--- config.mk ---
export PLATFORM = sky130hd
export DESIGN_NAME = afpf_skid
export DESIGN_NICKNAME = d
export VERILOG_FILES = /design/src/rtl/afpf_pkg.sv /design/src/rtl/afpf_skid.sv
export VERILOG_INCLUDE_DIRS = /design/src /design/src/rtl
export SDC_FILE = /design/constraint.sdc
export NUM_CORES = 1
export LEC_CHECK = 0
export ABC_AREA = 1
export BUFFER_PORTS_ARGS = -buffer_cell sky130_fd_sc_hd__buf_2
export CORE_MARGIN = 8
export CORE_UTILIZATION = 35
export CTS_BUF_LIST = sky130_fd_sc_hd__clkbuf_8
export DETAILED_ROUTE_END_ITERATION = 10
export SKIP_CTS_REPAIR_TIMING = 1
export SLEW_MARGIN = 10
export SYNTH_ARGS = -nofsm -noshare
export SYNTH_HDL_FRONTEND = slang
export SYNTH_SLANG_ARGS = --single-unit
--- constraint.sdc ---
create_clock -name clk -period 4.8 [get_ports clk]
set_input_delay 0.48 -clock clk [delete_from_list [all_inputs] [get_ports clk]]
set_output_delay 0.48 -clock clk [all_outputs]
set_load 0.01 [all_outputs]
--- src/rtl/assert_macros.svh ---
// Assertion macros shared by the feeder RTL.
// Expect clk and rst_n in the scope of each use.
`ifndef ASSERT_MACROS_SVH
`define ASSERT_MACROS_SVH

// Check cons in the same cycle as ante.
`define AFPF_ASSERT_SAME(lbl, ante, cons) \
  lbl: assert property (@(posedge clk) disable iff (!rst_n) (ante) |-> (cons)) \
    else $error("assertion failed");

// Check cons in the cycle after ante.
`define AFPF_ASSERT_NEXT(lbl, ante, cons) \
  lbl: assert property (@(posedge clk) disable iff (!rst_n) (ante) |=> (cons)) \
    else $error("assertion failed");

`endif

--- src/rtl/afpf_pkg.sv ---
// Package of the audio jitter FIFO PWM feeder: types, codes, reset values
// and the duty conversion. No dependencies.
package afpf_pkg;

  typedef enum logic [2:0] {
    CFG_PWM_TOP     = 3'd0,
    CFG_ADMIT_SPACE = 3'd1,
    CFG_START_LEVEL = 3'd2,
    CFG_TICK_DIVIDE = 3'd3,
    CFG_LED_DIVIDE  = 3'd4
  } cfg_idx_t;

  typedef enum logic {
    OP_SAMPLE = 1'b0,
    OP_TICK   = 1'b1
  } op_t;

  localparam int CFG_ADDR_W   = 3;
  localparam int CFG_DATA_W   = 16;
  localparam int IN_TDATA_W   = 32;
  localparam int IN_TUSER_W   = 2;
  localparam int OUT_TDATA_W  = 48;
  localparam int OUT_TUSER_W  = 2;
  localparam int FILL_W       = 10;

  localparam logic [15:0] SAMPLE_OFFSET = 16'h8000;
  localparam int          DUTY_SHIFT    = 6;

  localparam logic [15:0] PWM_TOP_RST     = 16'd1499;
  localparam logic [9:0]  ADMIT_SPACE_RST = 10'd192;
  localparam logic [9:0]  START_LEVEL_RST = 10'd512;
  localparam logic [7:0]  TICK_DIVIDE_RST = 8'd2;
  localparam logic [15:0] LED_DIVIDE_RST  = 16'd8000;

  typedef struct packed {
    logic [15:0] pwm_top;
    logic [9:0]  admit_space;
    logic [9:0]  start_level;
    logic [7:0]  tick_divide;
    logic [15:0] led_divide;
  } cfg_t;

  typedef struct packed {
    logic              duty_valid;
    logic              sample_dropped;
    logic              activity_led;
    logic [FILL_W-1:0] fill_level;
    logic [15:0]       left_duty;
    logic [15:0]       right_duty;
  } result_t;

  function automatic logic [15:0] to_duty(input logic [15:0] s, input logic [15:0] top);
    logic [15:0] biased;
    logic [15:0] v;
    biased = s ^ SAMPLE_OFFSET;
    v      = biased >> DUTY_SHIFT;
    return (v > top) ? top : v;
  endfunction

endpackage

--- src/rtl/afpf_skid.sv ---
// Output register with skid entry for the result channel.
// Depends on afpf_pkg and assert_macros.svh.
`include "assert_macros.svh"
module afpf_skid (
  input  logic              clk,
  input  logic              rst_n,
  input  logic              up_valid,
  output logic              up_ready,
  input  afpf_pkg::result_t up_res,
  output logic              dn_valid,
  input  logic              dn_ready,
  output afpf_pkg::result_t dn_res
);

  logic              out_valid_r, out_valid_nxt;
  logic              skid_valid_r, skid_valid_nxt;
  afpf_pkg::result_t out_res_r, out_res_nxt;
  afpf_pkg::result_t skid_res_r, skid_res_nxt;
  logic              push;
  logic              take;

  assign up_ready = !skid_valid_r;
  assign push     = up_valid && up_ready;
  assign take     = out_valid_r && dn_ready;

  always_comb begin
    out_valid_nxt  = out_valid_r;
    skid_valid_nxt = skid_valid_r;
    out_res_nxt    = out_res_r;
    skid_res_nxt   = skid_res_r;
    if (!out_valid_r || take) begin
      if (skid_valid_r) begin
        out_res_nxt    = skid_res_r;
        out_valid_nxt  = 1'b1;
        skid_valid_nxt = 1'b0;
      end else begin
        out_res_nxt   = up_res;
        out_valid_nxt = push;
      end
    end else if (push) begin
      skid_res_nxt   = up_res;
      skid_valid_nxt = 1'b1;
    end
  end

  always_ff @(posedge clk) begin
    if (!rst_n) begin
      out_valid_r  <= 1'b0;
      skid_valid_r <= 1'b0;
    end else begin
      out_valid_r  <= out_valid_nxt;
      skid_valid_r <= skid_valid_nxt;
    end
  end

  always_ff @(posedge clk) begin
    out_res_r  <= out_res_nxt;
    skid_res_r <= skid_res_nxt;
  end

  assign dn_valid = out_valid_r;
  assign dn_res   = out_res_r;

  `AFPF_ASSERT_SAME(a_skid_behind_out, skid_valid_r, out_valid_r)
  `AFPF_ASSERT_NEXT(a_stall_fills_skid, out_valid_r && !dn_ready && push, skid_valid_r)

endmodule

==> results.json <==
{
  "clkLatencyLatePin_ns": 0.35,
  "hold_viol_final": 0,
  "tightest_slew_ns": 0.801,
  "grt-ovfl-total": 0,
  "dp_cells": 467,
  "critical_path.top_delay_family": "buffers and inverters",
  "grt_start_max_net_pins": 49,
  "vias": 1976,
  "power_uw": 1550,
  "synth_cell_types": 11,
  "grt.total_usage": 0.105,
  "yosys_register_bits": 92,
  "setup_tns_ns": 0,
  "vdd.ir_drop.worst_v": 0.000131,
  "worst-path-buf-inv": 3,
  "cts_made_buffers": 9,
  "drt_iter0_drc": 66,
  "slew_headroom": 0.465,
  "nNetsFinal": 395,
  "timing.fmax_mhz": 407,
  "drive_gt1_frac": 0.328,
  "holdWs_ns": 0.318,
  "cpPeakStageDelay_ns": 0.65,
  "setup_violations": 0,
  "p_leak_uw": 0.00179,
  "wl_per_cell_um": 13.5,
  "fin_worst_skew_ns": 0.00928,
  "syn_to_final_growth_pct": 23.1,
  "avgSynthCellArea_um2": 13.7,
  "die_x_um": 114,
  "vias_per_cell": 4.08,
  "stdcell_count": 484,
  "min_path_type": "in -> reg",
  "syn_nets": 296,
  "first_pass_iters": 4,
  "dieArea_um2": 13100,
  "ys_warn_count": 0,
  "antenna_found_initial": 0,
  "slew_viol_final": 0,
  "n_antenna_cell": 0,
  "cp.arrival_ns": 2.50,
  "clk_pin_slew_ns": 0.09,
  "fillerInstances": 916,
  "cp_slowest_cell": "inv_2",
  "cts_tree": "built",
  "layout_common_cells": "nand2_1 (137), buf_2 (95), edfxtp_1 (90)",
  "postRouteAntennaNets": 0,
  "die_h_um": 114,
  "syn_inst": 247,
  "clock-root-buffer": "clkbuf_8",
  "ios": 96,
  "status": "completed",
  "core-area_um2": 9590,
  "cap_violations": 0,
  "start_util": 0.353,
  "powerDensity_nw_per_um2": 373,
  "cp_max_fo": 48,
  "fp-row-count": 36,
  "syn_area_um2": 3380,
  "place.port_buffers": 95,
  "period_needed_ns": 2.45,
  "gp_congestion": 0.700,
  "htreeDepth": 3,
  "period_share": 0.511,
  "rsz0062_at_grt": "no",
  "wl_mm": 6.51,
  "cp_data_required_time_ns": 4.84,
  "drc": 0,
  "critPathKind": "reg -> reg",
  "seq_area_frac_synth": 0.811,
  "grt_pass1_vias": 2017,
  "ctsLongestPathBuffers": 2,
  "post-dp-hpwl_mm": 4.37,
  "grt_pass1_wl_mm": 10.4,
  "rrSetupSlack_ns": 2.35,
  "final_common_cell": "nand2_1",
  "end_kind": "flip-flop",
  "cts_num_sinks": 92,
  "crit_chain": "buf_4 > inv_2 > nand2_1 > nor2_4 > buf_12",
  "start_kind": "flip-flop"
}
[cell type report]
cell class	count	area (um^2)	area share
sequential	92	2740	0.659
timing repair buffer	98	510	0.123
clock buffer	9	124	0.0298
tap	133	166	0.0400
multi-input combinational	143	549	0.132
clock inverter	7	61.3	0.0147
inverter	2	7.51	0.00180
[cells by family after synthesis]
| family | count (synthesis) | share of synthesized area |
|---|---|---|
| flip-flops | 92 | 0.811 |
| AND/OR/NAND/NOR | 142 | 0.158 |
| AO/OA/AOI/OAI | 1 | 0.00148 |
| buffers and inverters | 12 | 0.0296 |
[power breakdown]
| part | switching [uW] | internal [uW] |
|---|---|---|
| clock network | 254 | 234 |
| registers | 11.1 | 932 |
| logic | 74.0 | 48.1 |
| total | 339 | 1210 |
[metrics by stage]
step                 util  instance area, um^2  setup slack (ns)
finish              0.434                 4160              2.35
global route        0.434                 4160              2.12
CTS                 0.432                 4140              1.86
detailed placement  0.412                 3960              1.89
global placement    0.412                 3960              2.02
floorplan               -                 3380             0.779
[synth_stat cells]
| cell type | number | area, um^2 |
|---|---|---|
| nor2_1 | 3 | 11.3 |
| buf_6 | 6 | 67.6 |
| buf_4 | 2 | 15.0 |
| o21ai_0 | 1 | 5.00 |
| buf_2 | 2 | 10.0 |
| inv_2 | 1 | 3.75 |
| inv_1 | 1 | 3.75 |
| edfxtp_1 | 90 | 2700 |
| dfxtp_1 | 2 | 40.0 |
| nand2_1 | 138 | 518 |
| nand3_1 | 1 | 5.00 |
[state kept, by name, summed over array words and instances, names as in the netlist]
register	count
skid_res_r	45
dn_res	45
skid_valid_r	1
dn_valid	1
[metal layers]
layer,vias to the layer above,global-route usage,routed length [um]
met5,-,0,0
met4,0,0.0399,70
met3,6,0.0491,462
met2,66,0.159,3000
met1,881,0.127,2980
li1,1023,-,-
[worst paths after layout]
check | startpoint | endpoint | depth (start not counted)
worst max register to register | skid_valid_r | skid_res_r[26] | 5
worst min register to register | skid_res_r[35] | dn_res[35] | 2
worst max-delay path | skid_valid_r | skid_res_r[26] | 5
worst min-delay path | up_res[41] | skid_res_r[41] | 1
Power figures use the tool's default switching activity.
