[src/rtl/assert_macros.svh]
// Assertion macros shared by the feeder RTL.
// Expect clk and rst_n in the scope of each use.
`ifndef ASSERT_MACROS_SVH
`define ASSERT_MACROS_SVH

// Check cons in the same cycle as ante.
`define AFPF_ASSERT_SAME(lbl, ante, cons) \
  lbl: assert property (@(posedge clk) disable iff (!rst_n) (ante) |-> (cons)) \
    else $error("assertion failed");

// Check cons in the cycle after ante.
`define AFPF_ASSERT_NEXT(lbl, ante, cons) \
  lbl: assert property (@(posedge clk) disable iff (!rst_n) (ante) |=> (cons)) \
    else $error("assertion failed");

`endif

[src/rtl/afpf_pkg.sv]
// Package of the audio jitter FIFO PWM feeder: types, codes, reset values
// and the duty conversion. No dependencies.
package afpf_pkg;

  typedef enum logic [2:0] {
    CFG_PWM_TOP     = 3'd0,
    CFG_ADMIT_SPACE = 3'd1,
    CFG_START_LEVEL = 3'd2,
    CFG_TICK_DIVIDE = 3'd3,
    CFG_LED_DIVIDE  = 3'd4
  } cfg_idx_t;

  typedef enum logic {
    OP_SAMPLE = 1'b0,
    OP_TICK   = 1'b1
  } op_t;

  localparam int CFG_ADDR_W   = 3;
  localparam int CFG_DATA_W   = 16;
  localparam int IN_TDATA_W   = 32;
  localparam int IN_TUSER_W   = 2;
  localparam int OUT_TDATA_W  = 48;
  localparam int OUT_TUSER_W  = 2;
  localparam int FILL_W       = 10;

  localparam logic [15:0] SAMPLE_OFFSET = 16'h8000;
  localparam int          DUTY_SHIFT    = 6;

  localparam logic [15:0] PWM_TOP_RST     = 16'd1499;
  localparam logic [9:0]  ADMIT_SPACE_RST = 10'd192;
  localparam logic [9:0]  START_LEVEL_RST = 10'd512;
  localparam logic [7:0]  TICK_DIVIDE_RST = 8'd2;
  localparam logic [15:0] LED_DIVIDE_RST  = 16'd8000;

  typedef struct packed {
    logic [15:0] pwm_top;
    logic [9:0]  admit_space;
    logic [9:0]  start_level;
    logic [7:0]  tick_divide;
    logic [15:0] led_divide;
  } cfg_t;

  typedef struct packed {
    logic              duty_valid;
    logic              sample_dropped;
    logic              activity_led;
    logic [FILL_W-1:0] fill_level;
    logic [15:0]       left_duty;
    logic [15:0]       right_duty;
  } result_t;

  function automatic logic [15:0] to_duty(input logic [15:0] s, input logic [15:0] top);
    logic [15:0] biased;
    logic [15:0] v;
    biased = s ^ SAMPLE_OFFSET;
    v      = biased >> DUTY_SHIFT;
    return (v > top) ? top : v;
  endfunction

endpackage

[src/rtl/afpf_cfg.sv]
// Configuration register bank of the feeder.
// Depends on afpf_pkg.
module afpf_cfg (
  input  logic                                clk,
  input  logic                                rst_n,
  input  logic                                cfg_we,
  input  logic [afpf_pkg::CFG_ADDR_W-1:0]     cfg_addr,
  input  logic [afpf_pkg::CFG_DATA_W-1:0]     cfg_wdata,
  output afpf_pkg::cfg_t                      cfg
);

  afpf_pkg::cfg_t cfg_r;
  afpf_pkg::cfg_t cfg_nxt;

  always_comb begin
    cfg_nxt = cfg_r;
    if (cfg_we) begin
      unique case (afpf_pkg::cfg_idx_t'(cfg_addr))
        afpf_pkg::CFG_PWM_TOP:     cfg_nxt.pwm_top     = cfg_wdata;
        afpf_pkg::CFG_ADMIT_SPACE: cfg_nxt.admit_space = cfg_wdata[9:0];
        afpf_pkg::CFG_START_LEVEL: cfg_nxt.start_level = cfg_wdata[9:0];
        afpf_pkg::CFG_TICK_DIVIDE: cfg_nxt.tick_divide = cfg_wdata[7:0];
        afpf_pkg::CFG_LED_DIVIDE:  cfg_nxt.led_divide  = cfg_wdata;
        default:                   cfg_nxt = cfg_r;
      endcase
    end
  end

  always_ff @(posedge clk) begin
    if (!rst_n) begin
      cfg_r.pwm_top     <= afpf_pkg::PWM_TOP_RST;
      cfg_r.admit_space <= afpf_pkg::ADMIT_SPACE_RST;
      cfg_r.start_level <= afpf_pkg::START_LEVEL_RST;
      cfg_r.tick_divide <= afpf_pkg::TICK_DIVIDE_RST;
      cfg_r.led_divide  <= afpf_pkg::LED_DIVIDE_RST;
    end else begin
      cfg_r <= cfg_nxt;
    end
  end

  assign cfg = cfg_r;

endmodule

[config.mk]
export PLATFORM = sky130hd
export DESIGN_NAME = afpf_cfg
export DESIGN_NICKNAME = d
export VERILOG_FILES = /design/src/rtl/assert_macros.svh /design/src/rtl/afpf_pkg.sv /design/src/rtl/afpf_cfg.sv
export SDC_FILE = /design/constraint.sdc
export NUM_CORES = 1
export LEC_CHECK = 0
export ABC_AREA = 1
export BUFFER_PORTS_ARGS = -buffer_cell sky130_fd_sc_hd__clkbuf_2
export CAP_MARGIN = 20
export CORE_MARGIN = 2
export CORE_UTILIZATION = 49
export DETAILED_ROUTE_END_ITERATION = 8
export PLACE_DENSITY = 0.78
export SLEW_MARGIN = 20
export SYNTH_ARGS = -nofsm -noshare
export SYNTH_HDL_FRONTEND = slang
export SYNTH_SLANG_ARGS = --single-unit
export TNS_END_PERCENT = 1
[constraint.sdc]
create_clock -name clk -period 1.1 [get_ports clk]
set_input_delay 0.165 -clock clk [delete_from_list [all_inputs] [get_ports clk]]
set_output_delay 0.165 -clock clk [all_outputs]
set_load 0.1 [all_outputs]
==> results.py <==
metrics = {
    "floorplanning": {
        "floorplan.core_area_sq_mm": 0.00469,
        "die-width_um": 73.7,
        "starting_utilization_of_the_core_area_pct": 50.8,
        "std_cell_rows": 25,
        "io-pin-count": 82,
        "die_area_sq_mm": 0.00544,
        "die-height_um": 73.7,
    },
    "cts": {
        "cts_inserted_buffers": 9,
        "clkLatencyLatePin_ps": 340,
        "root_buffer": "sky130_fd_sc_hd__clkbuf_8",
        "clkTransAtPathRegs_ps": 70,
        "max-clock-path-buffers": 2,
        "cts_hold_buf": 0,
        "clock-sinks": 60,
        "cts_tree": "yes",
        "cts_htree_levels": 3,
    },
    "final_layout": {
        "multi_input_comb_area_sq_mm": 0.00102,
        "final-seq-area_sq_mm": 0.00127,
        "area_growth_pct": 71.5,
        "layout-drive-gt1-share_pct": 40.6,
        "n_antenna_cell": 0,
        "total_nets_final": 448,
        "final.fill_count": 226,
        "largest_register_ff_count": 60,
        "final_standard_cell_utilization_of_the_core_pct": 87.1,
        "layout.cells.most_common_list": "sky130_fd_sc_hd__nand2_1, sky130_fd_sc_hd__nor2_1, sky130_fd_sc_hd__buf_12, sky130_fd_sc_hd__nand3_1, sky130_fd_sc_hd__dfxtp_2",
        "layout.cells.non_filler": 485,
    },
    "logic_synthesis": {
        "synth_net_count": 359,
        "post_synth.cell_area_avg_sq_um": 7.07,
        "syn-cell-area_sq_mm": 0.00238,
        "synth_cell_type_count": 14,
        "synth_warnings": 0,
        "synth-seq-cells": 60,
        "ys_seq_area_share_pct": 50.4,
        "syn_inst": 337,
    },
    "global_route": {
        "grt_max_degree": 61,
        "grt_pass1_wl_mm": 12.6,
        "grt_antenna_before_repair": 0,
        "grt.overflow.total": 0,
        "grt_use_total_pct": 31.5,
        "first_global_vias": 2581,
    },
    "drt": {
        "routed.top_layer": "met4",
        "initial_drc_count": 387,
        "route.layer.met1.wl_mm": 2.97,
        "route.met3.wl_um": 751,
        "routed-wl-met2_mm": 4.21,
        "count_of_tritonroute_iterations_in_the_first_routing_pass": 6,
        "postRouteAntennaNets": 0,
        "postRouteWirelength_mm": 8.25,
        "post-route-drc-count": 0,
        "post_drt_via_cell_ratio": 5.50,
        "routedWlPerCell_um": 17.0,
        "dr_total_vias": 2668,
    },
    "hold_path": {
        "worstHoldPathCells": 3,
        "hp-class": "in -> reg",
    },
    "timing": {
        "final-hold-violation-count": 0,
        "worstMarginPinSlew_ps": 441,
        "timing.final.max_slew_violations": 0,
        "setup_violations": 0,
        "fin_skew_ps": 0,
        "layout_worst_path_cycle_share_pct": 98.5,
        "worst_slack_ps": 17.0,
        "timing.fmax_mhz": 923,
        "slew_headroom_pct": 70.5,
        "finalCriticalPeriod_ps": 1080,
    },
    "place": {
        "globalplace.congestion": 0.843,
        "detailed_placement_hpwl_mm": 5.21,
        "placed_cells": 469,
        "buffer_ports.inserted": 81,
        "pre_cts_slack_ps": -27.0,
    },
    "worst_setup_path": {
        "crit_chain": "buf_12",
        "critPathSlowestCell": "sky130_fd_sc_hd__dfxtp_1",
        "cp-end-kind": "primary output",
        "crit_type": "reg -> out",
        "critical_path.max_stage_delay_ps": 380,
        "worst-endpoint-arrival_ps": 920,
        "worstSetupStartpointType": "flop",
        "critPathTopFamily": "flip-flops",
        "critPathRequiredTime_ps": 940,
        "critPathBufInv": 1,
        "cp.depth": 1,
        "ff2ff_path_depth": 2,
        "timing.critical_path.fanout_max": 2,
    },
    "pwr": {
        "power.ir.vdd_worst_uv": 1660,
        "p_leak_nw": 1.88,
        "pwr_density_cell_mw_per_mm2": 1410,
        "totalPowerFinal_mw": 5.75,
    },
    "flow_run": {
        "reported_max_cap_violation_count": 0,
    },
    "outcome": {
        "status": "finished clean",
    },
}
repair_timing:
action,CTS,global route
endpoints found under the setup margin,21,34
setup buffers,0,0
resized for setup,21,34
cell families (layout without fill, tap and decap cells):
kind of cell           Yosys count  count (layout)  synth area share, %
AO/OA/AOI/OAI                    1               1                0.210
flip-flops                      60              60                 50.4
AND/OR/NAND/NOR                240             240                 42.6
buffers and inverters           36             130                 6.72
final timing paths:
| check | from | to | slack, ps |
|---|---|---|---|
| max | cfg[19] | cfg[19] | 20 |
| min | cfg_wdata[10] | cfg[54] | 50 |
| max reg2reg | cfg[56] | cfg[56] | 410 |
| min reg2reg | cfg[40] | cfg[40] | 500 |
per-layer routing:
layer  vias up  global-route usage, %
met5         -                      0
met4         0                   19.6
met3        35                   10.6
met2       173                   51.6
met1      1235                   35.0
li1       1225                      -
cells in the mapped netlist:
master	instances	area, sq um
sky130_fd_sc_hd__buf_2	5	25.0
sky130_fd_sc_hd__nor2_4	3	33.8
sky130_fd_sc_hd__buf_6	2	22.5
sky130_fd_sc_hd__dfxtp_1	60	1200
sky130_fd_sc_hd__buf_4	1	7.51
sky130_fd_sc_hd__inv_1	21	78.8
sky130_fd_sc_hd__buf_1	3	11.3
sky130_fd_sc_hd__clkbuf_1	4	15.0
sky130_fd_sc_hd__nor2_1	85	319
sky130_fd_sc_hd__nand2_1	85	319
sky130_fd_sc_hd__o21ai_0	1	5.00
sky130_fd_sc_hd__nor2_2	5	31.3
sky130_fd_sc_hd__nand2_2	2	12.5
sky130_fd_sc_hd__nand3_1	60	300
per-stage QoR:
step	area, sq um	setup TNS, ps	hold WS (ps)
global placement	3820	0	380
CTS	4040	0	49.1
detailed placement	3820	-116	403
floorplan	2380	-6130	278
finish	4090	0	48.4
global route	4090	-1.28	59.9
power breakdown:
| part | total, mW | switching, mW | internal (mW) |
|---|---|---|---|
| Clock | 2.08 | 0.921 | 1.15 |
| Sequential | 2.35 | 0.0889 | 2.26 |
| Combinational | 1.32 | 0.884 | 0.437 |
final cells by class:
| type | instances | area share (%) |
|---|---|---|
| Inverter | 21 | 1.93 |
| Sequential cell | 60 | 31.1 |
| Tap cell | 54 | 1.65 |
| Clock inverter | 5 | 1.22 |
| Timing Repair Buffer | 93 | 35.4 |
| Multi-Input combinational cell | 241 | 25.0 |
| Clock buffer | 11 | 3.70 |
Note: power is estimated with default switching activity, not from simulation.
